### src/hdl/dss_pkg.sv
// Shared types and constants for the duplicate sighting suppressor.
package dss_pkg;

  localparam int ENTRIES = 24;
  localparam int IDX_W   = (ENTRIES > 1) ? $clog2(ENTRIES) : 1;
  localparam int ADDR_W  = 48;
  localparam int ROLE_W  = 2;
  localparam int TIME_W  = 32;
  localparam int CFG_AW  = 3;
  localparam int CFG_DW  = 32;

  localparam logic [TIME_W-1:0] WINDOW_RESET = TIME_W'(15000);

  // operation codes
  localparam logic FUNC_CHECK = 1'b0;
  localparam logic FUNC_CLEAR = 1'b1;

  // register index, taken from paddr[2]
  localparam logic REG_WINDOW = 1'b0;

  typedef enum logic [1:0] {
    ST_IDLE,
    ST_SCAN,
    ST_CLEAR,
    ST_DONE
  } state_t;

  typedef struct packed {
    logic [ADDR_W-1:0] addr;
    logic [ROLE_W-1:0] role;
    logic [TIME_W-1:0] now;
  } query_t;

  // partial search result handed from cell to cell
  typedef struct packed {
    logic              valid;
    logic              found;
    logic [IDX_W-1:0]  match_idx;
    logic [TIME_W-1:0] match_age;
    logic [TIME_W-1:0] best_age;
    logic [IDX_W-1:0]  best_idx;
  } carry_t;

  // table update broadcast to all cells
  typedef struct packed {
    logic             clear;
    logic             refresh;
    logic             replace;
    logic [IDX_W-1:0] idx;
  } wcmd_t;

endpackage

### src/hdl/dss_cell.sv
// One table entry plus one stage of the match / oldest-entry search chain.
module dss_cell (
  input  logic                       clk,
  input  logic                       rst_n,
  input  logic [dss_pkg::IDX_W-1:0]  cell_idx,
  input  dss_pkg::query_t            query,
  input  dss_pkg::wcmd_t             wcmd,
  input  dss_pkg::carry_t            carry_in,
  output dss_pkg::carry_t            carry_out
);

  logic [dss_pkg::ADDR_W-1:0] addr_r;
  logic [dss_pkg::ROLE_W-1:0] role_r;
  logic [dss_pkg::TIME_W-1:0] seen_r;
  logic                       valid_r;

  logic [dss_pkg::TIME_W-1:0] age;
  logic                       hit;
  dss_pkg::carry_t            carry_nxt;
  dss_pkg::carry_t            carry_r;

  // unused entries count as oldest possible
  assign age = valid_r ? (query.now - seen_r) : '1;
  assign hit = valid_r && (addr_r == query.addr) && (role_r == query.role);

  always_comb begin
    carry_nxt       = carry_in;
    carry_nxt.found = carry_in.found | hit;
    if (!carry_in.found && hit) begin
      carry_nxt.match_idx = cell_idx;
      carry_nxt.match_age = age;
    end
    // ties go to the higher index
    if (age >= carry_in.best_age) begin
      carry_nxt.best_age = age;
      carry_nxt.best_idx = cell_idx;
    end
  end

  always_ff @(posedge clk) begin
    if (!rst_n) begin
      carry_r <= '0;
    end else begin
      carry_r <= carry_nxt;
    end
  end

  assign carry_out = carry_r;

  always_ff @(posedge clk) begin
    if (!rst_n) begin
      valid_r <= 1'b0;
    end else if (wcmd.clear) begin
      valid_r <= 1'b0;
    end else if (wcmd.idx == cell_idx) begin
      if (wcmd.replace) begin
        valid_r <= 1'b1;
        addr_r  <= query.addr;
        role_r  <= query.role;
        seen_r  <= query.now;
      end else if (wcmd.refresh) begin
        seen_r  <= query.now;
      end
    end
  end

endmodule

### config.mk
export PLATFORM = sky130hd
export DESIGN_NAME = dss_cell
export DESIGN_NICKNAME = d
export VERILOG_FILES = /design/src/hdl/dss_pkg.sv /design/src/hdl/dss_cell.sv
export SDC_FILE = /design/constraint.sdc
export NUM_CORES = 1
export LEC_CHECK = 0
export BUFFER_PORTS_ARGS = -buffer_cell sky130_fd_sc_hd__buf_2
export CAP_MARGIN = 20
export CORE_MARGIN = 1.5
export CORE_UTILIZATION = 25
export CTS_CLUSTER_DIAMETER = 30
export DETAILED_ROUTE_END_ITERATION = 10
export PLACE_DENSITY = 0.54
export REMOVE_ABC_BUFFERS = 1
export SYNTH_ARGS = -nofsm -noshare
export SYNTH_HDL_FRONTEND = slang
export SYNTH_SLANG_ARGS = --single-unit
### constraint.sdc
create_clock -name clk -period 5.08 [get_ports clk]
set_input_delay 0.508 -clock clk [delete_from_list [all_inputs] [get_ports clk]]
set_output_delay 0.508 -clock clk [all_outputs]
set_load 0.02 [all_outputs]
### Word-level counts from Yosys, hierarchy flattened

Cells that the tools add are included.

* multiply operators: 0
* magnitude comparators: 1
* add/sub/neg operators: 1
* divide/modulo/power cells: 0
* equality and inequality tests: 3
* muxes and demuxes: 5
* shift operators: 0
* reduce and logical (&&, ||, !) cells: 9
* bitwise gates (word level): 3

Operators by type and width (count)
* two-way mux 32 bit: 3
* two-way mux 37 bit: 2
* equality test 48 bit: 1
* greater-or-equal comparator 32 bit: 1
* subtractor 32 bit: 1
* AND reduction 4 bit: 2
* equality test 5 bit: 1
* logical AND 1 bit: 3
* equality test 2 bit: 1
* inverter 1 bit: 2
* AND reduction 2 bit: 1
* nonzero test 2 bit: 1
* OR reduction 2 bit: 1
* logical NOT 1 bit: 1
* bitwise OR 1 bit: 1

* memories kept: 0
* input bits: 173
* word-level logic and storage cells: 32
* bits in latches: 0
* RAM bits: 0
* memory bits (read-only): 0
* output and inout bits: 76
* register bits after elaboration: 159

### Depth between registers and ports, before layout

Gate-level depths: netlist of run 1.

* depth in word-level cells: 5
* depth in mapped cells: 23
* depth with buffers taken out: 21

### Worst setup path after synthesis of run 1

Ideal clock, no wire load.

* path type: input port to flip-flop
* from: input query[15] (netlist bit)
* to: register carry_r, in the netlist carry_out[26]
* required time: 4.994 ns
* stages: 20
* arrival time: 4.463 ns
* setup slack: 0.531 ns
* setup time: 0.086 ns
* cells stage by stage: ha_1 > a21o_1 > a21o_1 > a2111oi_4 > nor3_2 > o311a_4 > or3_1 > nand2_1 > nand2_1 > ha_1 > and4_1 > nand3_1 > or2_2 > o22ai_1 > o221a_2 > a211o_1 > clkbuf_1 > clkbuf_1 > nor2_1 > a211oi_1

* cells in the longest elaborated chain, start to end: 4

Ends and longest elaborated chain
* start: declaration: RTL line dss_cell.sv:6 `input dss_pkg::query_t query,`
* subtractor 32 bit (*): RTL line dss_cell.sv:23 `assign age = valid_r ? (query.now - seen_r) : '1;`
* two-way mux 32 bit (*): RTL line dss_cell.sv:23
* greater-or-equal comparator 32 bit: RTL line dss_cell.sv:34 `if (age >= carry_in.best_age) begin`
* two-way mux 37 bit (*): RTL line dss_cell.sv:34
* end signal: assignment: RTL line dss_cell.sv:44 `carry_r <= carry_nxt;`
* end: declaration: RTL line dss_cell.sv:20 `dss_pkg::carry_t carry_r;`

Mark *: on every way between the ends. The rest lies on a longest branch, timed or not.
A chain may end at the register's enable or synchronous reset.

### Worst setup path after layout of run 1

* from: register seen_r[0] (netlist bit)
* to: register carry_r, in the netlist carry_out[25]

* cells in the longest elaborated chain, start to end: 4

Ends and longest elaborated chain
* start: declaration: RTL line dss_cell.sv:14 `logic [dss_pkg::TIME_W-1:0] seen_r;`
* start signal: assignment: RTL line dss_cell.sv:60 `seen_r <= query.now;`
* start signal: assignment: RTL line dss_cell.sv:62 `seen_r <= query.now;`
* subtractor 32 bit (*): RTL line dss_cell.sv:23
* two-way mux 32 bit (*): RTL line dss_cell.sv:23
* greater-or-equal comparator 32 bit: RTL line dss_cell.sv:34
* two-way mux 37 bit (*): RTL line dss_cell.sv:34

Marked as above.

==> results.cfg, run 1 <==
[status]
outcome = completed

[grt]
first_global_vias = 7736
grt_max_degree = 60
grt-busiest-layer = met2
antenna_found_initial = 4
grtUsageTotal_pct = 16.07
met2_usage_pct = 26.97
grt_use_met3_pct = 3.165
grt-ovfl-total = 0
grt_pass1_wl_um = 43640
grtUsageMet1_pct = 20.34

[cells_and_area]
area_delta_synth_final_pct = 28.33
final_core_util_pct = 32.64
drive_gt1_share_pct = 26.86
fin_nets = 1404
final_cell_mix = buf_2 (248), edfxtp_1 (82), inv_1 (76), dfxtp_1 (76), nor2_1 (74)
final_common_cell = buf_2

[setup_path]
cp_cell_sequence = ha_1 -> inv_1 -> fa_1 -> a21oi_1 -> o211ai_1 -> nand2_1 -> a211oi_1 -> o311a_4 -> a31o_2 -> xnor2_1 -> nand2_1 -> ha_1 -> a21o_1 -> a211oi_1 -> o21ai_0 -> o221a_2 -> a211o_1 -> buf_12 -> a311oi_1
cp_max_fo = 24
cp_slowest_cell = o311a_4
criticalPathCategory = reg2reg
cp_top_family = compound AO/OA/AOI/OAI gates
critPathBufInv = 2
cp-end-kind = register
slowest_delay_ps = 430
critPathRequiredTime_ps = 5420
startpoint_type = register
reg2reg_setup_slack_ps = 230
cp.arrival_ps = 5190

[synth]
yosysWarningCount = 0
synth-seq-cells = 159
synth_area_per_cell_um2 = 9.655
ys.flop_type = edfxtp_1
synth-seq-area-share_pct = 45.57
synth_area_um2 = 8786
syn_inst = 910
synth_cell_types = 61
synth_edf_count = 82
async_reset_ff_share_pct = 0

[floorplan]
num_rows = 68
chipHeight_um = 190.5
die_x_um = 190.5
core_area_um2 = 34540
initial_core_util_pct = 25.43
dieArea_um2 = 36280
io-pin-count = 249

[pwr]
power_leakage_nw = 4.830
power.density_nw_per_um2 = 282.0
p_comb_share_pct = 15.5
p_clk_share_pct = 40.3
internal_power_mw = 2.314
p_sw_mw = 0.8653
power_mw = 3.179
sw_frac_of_total_pct = 27.22
ir_drop_mv = 0.3669
seq_power_share_pct = 44.2

[job]
cap_violations = 0

[clock_tree]
cts_buffer_depth = 2
postCtsHoldBufs = 0
ctsResizeCount = 0
cts_tree = done
post_cts_buffers = 0
cts.clk_slew.worst_paths_ps = 70
clock_latency_ps = 440
root_buffer = clkbuf_16
cts_max_level = 4
cts.sinks = 159
numCtsBuffers = 17

[detailed_routing]
dr.pass1.iters = 7
final_antenna_net_count = 0
post_drt_wl_per_cell_um = 17.59
viasPerCell = 4.667
drc = 0
drt_iter0_drc = 452
via_count = 7645
drt-total-wl_um = 28810

[sta]
final_hold_viol_count = 0
period_needed_ps = 4851
slew_headroom_pct = 50.90
timing.hold.ws_ps = 258.7
rsz0062_at_grt = no
post-route-period-util_pct = 95.49
fmax_mhz = 206.2
worst_pin_slew_ps = 736.5
finalMaxSlewViolations = 0
finClkSkew_ps = 10.64
setup_violations = 0

[placed_design]
hpwl_um = 22830
place.gp.congestion = 0.8903
placement.io_buffers = 248

[worst_hold_path]
min_path_type = in2reg
-- power groups by stage --
stage               logic [mW]  clock network [mW]  registers [mW]
floorplan                0.217                   0            1.48
global placement         0.490                   0            1.44
detailed placement       0.493                   0            1.44
CTS                      0.497                1.32            1.41
global route             0.544                1.37            1.41
finish                   0.491                1.28            1.41
-- registers in the layout, indices dropped and copies added, names as in the netlist --
register	count
carry_out	76
addr_r	48
seen_r	32
role_r	2
valid_r	1
-- final cells by class --
type | count | area, um2
Fill cell | 3674 | 23270
Antenna cell | 3 | 7.507
Clock buffer | 19 | 432.9
Tap cell | 455 | 569.3
Inverter | 78 | 292.8
Clock inverter | 13 | 137.6
Multi-Input combinational cell | 639 | 4383
Sequential cell | 159 | 4005
Timing Repair Buffer | 272 | 1446
-- cells in the mapped netlist, types with 3 or more instances --
master	count	share of area, %
nor3b_1	3	0.26
and4_1	6	0.60
inv_1	77	3.3
o211ai_1	4	0.34
nand2_1	73	3.1
a311oi_1	15	1.5
edfxtp_1	82	28
mux2i_1	8	0.91
and3_1	8	0.57
nor3_1	11	0.63
nand4_1	32	2.3
xnor2_1	38	3.8
buf_2	4	0.23
a21oi_1	50	2.8
o31ai_1	4	0.34
xor2_1	17	1.7
a21o_1	23	2.0
a31oi_1	11	0.78
a21boi_0	3	0.26
a211oi_1	33	2.8
dfxtp_1	77	18
nand2b_1	44	3.1
a211o_1	3	0.30
o211a_1	3	0.34
and2_1	5	0.36
o21a_1	5	0.43
ha_1	63	9.0
nor2_1	74	3.2
nand3_1	17	0.97
o2111ai_1	3	0.30
or2_2	4	0.28
clkbuf_1	29	1.2
o21ai_0	35	2.0
nor4_1	11	0.78
-- per-layer routing --
layer  part of all wire (%)  up-vias
met5                  0.059        -
met3                    5.0       36
met1                     45     3587
met4                    2.1        2
met2                     48      213
li1                       -     3807
-- metrics by stage --
| step | setup WS, ps | std cells | cell area, um2 | TNS [ps] |
|---|---|---|---|---|
| final | 229.2 | 1638 | 11270 | 0 |
| after global routing | 9.414 | 1638 | 11270 | 0 |
| after CTS | 289.7 | 1635 | 11270 | 0 |
| after detailed placement | -32.24 | 1603 | 10700 | -34.27 |
| after global placement | 77.16 | 1603 | 10700 | 0 |
| after floorplan | -1212 | 876 | 8653 | -25190 |
-- path summary, 6_finish.rpt --
| path | startpoint | end | depth (start not counted) |
|---|---|---|---|
| worst max-delay path | seen_r[0] | carry_out[25] | 19 |
| worst min-delay path | query[0] | seen_r[0] | 1 |
| worst max register to register | seen_r[0] | carry_out[25] | 19 |
| worst min register to register | valid_r | carry_out[68] | 1 |
-- cell families after synthesis --
kind of cell	after synthesis	synth area share, %
fa+ha+maj	64	9.200
buf+inv	112	4.842
flops	159	45.57
simple gates	299	17.12
compound gates	213	16.88
mux	8	0.9115
xor+xnor	55	5.483
(Power assumes the default switching activity.)
==> inputs of run 2 (changes only) <==
CTS_BUF_LIST = sky130_fd_sc_hd__clkbuf_8 sky130_fd_sc_hd__clkbuf_16   (was not set)
==> results.cfg, run 2 (synthesized netlist as in run 1, its figures left out) <==
[pwr]
internal_power_mw = 2.310
power_mw = 3.176
ir_drop_mv = 0.3663
p_comb_share_pct = 15.5
p_sw_mw = 0.8662
power_leakage_nw = 4.838
seq_power_share_pct = 44.3
sw_frac_of_total_pct = 27.27
power.density_nw_per_um2 = 281.7
p_clk_share_pct = 40.2

[sta]
rsz0062_at_grt = no
period_needed_ps = 4851
worst_pin_slew_ps = 736.6
finClkSkew_ps = 10.65
slew_headroom_pct = 50.89
post-route-period-util_pct = 95.48
setup_violations = 0
finalMaxSlewViolations = 0
fin_tns_setup_ps = 0
final_hold_viol_count = 0
layout_setup_ws_ps = 229.4
fmax_mhz = 206.2

[cells_and_area]
fill_cells = 3674
area_delta_synth_final_pct = 28.33
largest_register_ffs = 76
final_cell_mix = buf_2 (248), edfxtp_1 (82), inv_1 (78), dfxtp_1 (76), nor2_1 (74)
final_common_cell = buf_2
drive_gt1_share_pct = 26.86
fin_nets = 1404

[detailed_routing]
final_antenna_net_count = 0
drt-total-wl_um = 28820
drc = 0
drt_iter0_drc = 452
via_count = 7630
post_drt_wl_per_cell_um = 17.59
viasPerCell = 4.658
dr.pass1.iters = 7

[worst_hold_path]
min_path_type = in2reg
hold_path_depth = 1
min-delay-start = query[0]
holdPathEnd = seen_r[0]

[floorplan]
core_area_um2 = 34540
num_rows = 68
dieArea_um2 = 36280
die_x_um = 190.5
io-pin-count = 249
chipHeight_um = 190.5
initial_core_util_pct = 25.43

[grt]
grt_pass1_wl_um = 43640
grt-ovfl-total = 0
grt_max_degree = 60
antenna_found_initial = 4
first_global_vias = 7736
grtUsageTotal_pct = 16.07

[setup_path]
cp_max_fo = 24
r2r.worst_path.cells = 19
slowest_delay_ps = 430
cp_cell_sequence = ha_1 -> inv_1 -> fa_1 -> a21oi_1 -> o211ai_1 -> nand2_1 -> a211oi_1 -> o311a_4 -> a31o_2 -> xnor2_1 -> nand2_1 -> ha_1 -> a21o_1 -> a211oi_1 -> o21ai_0 -> o221a_2 -> a211o_1 -> buf_12 -> a311oi_1
startpoint_type = register
cp.arrival_ps = 5190
cp-end-kind = register
rr_startpoint = seen_r[0]
reg2reg_setup_slack_ps = 230
criticalPathCategory = reg2reg
reg2reg_to = carry_out[25]
cp_slowest_cell = o311a_4
critPathRequiredTime_ps = 5420

[clock_tree]
cts.clk_slew.worst_paths_ps = 70
cts_buffer_depth = 2
cts_tree = done
cts_max_level = 4
post_cts_buffers = 0
ctsResizeCount = 0
postCtsHoldBufs = 0
cts.sinks = 159
clock_latency_ps = 440
numCtsBuffers = 17
root_buffer = clkbuf_16

[placed_design]
placement.io_buffers = 248
hpwl_um = 22830
post-place-ws_ps = -32.24
place.gp.congestion = 0.8903

[job]
cap_violations = 0

[status]
outcome = completed
run 2: worst max-delay path: cells and delay by family (launching register included):
family | cells | cell delay (ps)
AOI/OAI and AO/OA | 11 | 2770
xor gates and xnor gates | 1 | 310
adders and majority gates | 3 | 860
buffers and inverters | 2 | 230
DFF | 1 | 340
and+or+nand+nor | 2 | 210
run 2: layer usage:
layer	vias up	GRT usage [%]	routed length, um
li1	3806	-	-
met1	3572	20.34	12870
met2	213	26.97	13900
met3	37	3.165	1425
met4	2	5.966	603
met5	-	0	17
run 2: cell type report:
| cell class | count | area, um2 | share of cell area, % |
|---|---|---|---|
| antenna | 3 | 7.507 | 0.06659 |
| clock buffer | 17 | 425.4 | 3.773 |
| clock inverter | 15 | 145.1 | 1.287 |
| inverter | 78 | 292.8 | 2.597 |
| multi-input combinational | 639 | 4383 | 38.87 |
| sequential | 159 | 4005 | 35.52 |
| tap | 455 | 569.3 | 5.049 |
| timing repair buffer | 272 | 1446 | 12.83 |
run 2: worst max path at each step:
stage,endpoint,slack (ps),start
6_report,carry_out[25],230,seen_r[0]
5_1_grt,carry_out[36],9,seen_r[0]
4_1_cts,carry_out[25],290,seen_r[0]
3_5_place_dp,carry_out[25],-30,query[0]
3_3_place_gp,carry_out[22],80,query[0]
2_1_floorplan,carry_out[30],-1210,query[15]
run 2: power groups by stage:
stage / combinational [mW] / sequential [mW] / clock, mW
floorplan: 0.217 / 1.48 / 0
global placement: 0.490 / 1.44 / 0
detailed placement: 0.493 / 1.44 / 0
global route: 0.544 / 1.41 / 1.37
finish: 0.491 / 1.41 / 1.28
CTS: 0.497 / 1.41 / 1.32
run 2: per-stage QoR:
| step | hold slack (ps) | utilization, % | std cells | instance area (um2) |
|---|---|---|---|---|
| floorplan | 606.9 | - | 876 | 8653 |
| global placement | 593.5 | 30.97 | 1603 | 10700 |
| detailed placement | 604.0 | 30.97 | 1603 | 10700 |
| CTS | 231.4 | 32.62 | 1635 | 11270 |
| global route | 235.4 | 32.64 | 1638 | 11270 |
| finish | 257.4 | 32.64 | 1638 | 11270 |
==> inputs of run 3 (changes only) <==
CELL_PAD_IN_SITES_DETAIL_PLACEMENT = 0   (was not set)
CELL_PAD_IN_SITES_GLOBAL_PLACEMENT = 1   (was not set)
PLACE_DENSITY = 0.65   (was 0.54)
==> results.cfg, run 3 (synthesized netlist as in run 1, its figures left out) <==
[worst_hold_path]
hold_path_depth = 1
min_path_type = in2reg

[pwr]
p_clk_share_pct = 42.0
seq_power_share_pct = 42.8
sw_frac_of_total_pct = 27.69
p_sw_mw = 0.9074
power_mw = 3.277
p_comb_share_pct = 15.1
ir_drop_mv = 0.2477
power.density_nw_per_um2 = 288.8
internal_power_mw = 2.370
power_leakage_nw = 4.873

[setup_path]
r2r.worst_path.cells = 21
startpoint_type = register
cp_max_fo = 18
slowest_delay_ps = 420
cp_slowest_cell = o311a_4
criticalPathCategory = reg2reg
crit_top_cell = nand2_1
critPathRequiredTime_ps = 5440
cp.arrival_ps = 5060
cp_cell_sequence = ha_1 -> inv_1 -> fa_1 -> a21oi_1 -> o211ai_1 -> nand2_1 -> a211oi_2 -> o311a_4 -> or3_1 -> nand2_1 -> nand2_1 -> ha_1 -> and4_1 -> nand3_1 -> or2_2 -> o22ai_1 -> o221a_2 -> a211o_1 -> buf_4 -> nor2_1 -> a311oi_1
cp-end-kind = register

[cells_and_area]
largest_register_ffs = 76
final_common_cell = buf_2
seq_area_um2 = 4005
multi_input_area_um2 = 4395
stdcell_count = 1641
fin_nets = 1409
area_delta_synth_final_pct = 29.14
final_cell_mix = buf_2 (248), edfxtp_1 (82), inv_1 (77), dfxtp_1 (76), nor2_1 (74)
fill_cells = 3677
drive_gt1_share_pct = 27.59

[placed_design]
hpwl_um = 22840
post-place-ws_ps = -15.44
placement.io_buffers = 248
place.gp.congestion = 0.8482
dp.cells = 1608

[job]
cap_violations = 0

[sta]
finClkSkew_ps = 15.86
post-route-period-util_pct = 92.49
setup_violations = 0
timing.hold.ws_ps = 238.9
rsz0062_at_grt = no
period_needed_ps = 4698
worst_pin_slew_ps = 838.0
layout_setup_ws_ps = 381.7
final_hold_viol_count = 0
finalMaxSlewViolations = 0
fmax_mhz = 212.8
slew_headroom_pct = 44.01

[clock_tree]
cts_buffer_depth = 2
numCtsBuffers = 17
cts_tree = done
cts.clk_slew.worst_paths_ps = 80
postCtsHoldBufs = 0
cts.sinks = 159
clock_latency_ps = 460
cts_max_level = 4
root_buffer = clkbuf_16

[detailed_routing]
drc = 0
via_count = 7630
dr.pass1.iters = 5
final_antenna_net_count = 0
drt_iter0_drc = 398
drt-total-wl_um = 29320
viasPerCell = 4.650
post_drt_wl_per_cell_um = 17.86

[grt]
antenna_found_initial = 0
grt-ovfl-total = 0
first_global_vias = 7568
grtUsageTotal_pct = 16.29
grt_max_degree = 60
grt_pass1_wl_um = 43860

[floorplan]
chipHeight_um = 190.5
initial_core_util_pct = 25.43
num_rows = 68
io-pin-count = 249
die_x_um = 190.5
core_area_um2 = 34540
dieArea_um2 = 36280

[status]
outcome = completed
run 3: critical path, delay by kind of cell, from the launching register on:
family,cells,cell delay (ps)
compound gates,8,1720
simple gates,8,1360
fa+ha+maj,3,870
flops,1,340
buf+inv,2,300
run 3: power groups by stage:
stage	clock network, mW	logic (mW)	registers [mW]
after floorplan	0	0.217	1.48
after global placement	0	0.495	1.43
after detailed placement	0	0.499	1.43
after CTS	1.41	0.501	1.40
after global routing	1.47	0.548	1.41
final	1.38	0.496	1.40
run 3: layer usage:
layer / wire length, um / up-vias / GRT usage [%]
li1: - / 3823 / -
met1: 13460 / 3565 / 21.52
met2: 13910 / 215 / 26.84
met3: 1499 / 27 / 3.239
met4: 444 / 0 / 4.694
met5: 0 / - / 0
run 3: layout make-up:
| type | instances | share of cell area [%] |
|---|---|---|
| Clock inverter | 15 | 1.621 |
| Inverter | 78 | 2.581 |
| Clock buffer | 17 | 3.749 |
| Tap cell | 455 | 5.018 |
| Multi-Input combinational cell | 639 | 38.74 |
| Timing Repair Buffer | 277 | 12.97 |
| Antenna cell | 1 | 0.02206 |
| Sequential cell | 159 | 35.30 |
run 3: worst paths after layout:
check	from	slack, ps	endpoint
worst max-delay path	seen_r[0]	380	carry_out[28]
worst min-delay path	query[28]	240	seen_r[28]
worst max register to register	seen_r[0]	380	carry_out[28]
worst min register to register	seen_r[0]	730	carry_out[37]
run 3: per-stage QoR:
step	util, %	setup TNS, ps	area, um2
3_3_place_gp	31.04	0	10720
5_1_grt	32.84	0	11340
6_report	32.85	0	11350
2_1_floorplan	-	-25190	8653
4_1_cts	32.80	0	11330
3_5_place_dp	31.04	-17.32	10720
run 3: repair_timing:
| action | in CTS | in global routing |
|---|---|---|
| setup endpoints to repair | 0 | 6 |
| gates resized for setup | 0 | 2 |
| setup buffers | 0 | 0 |
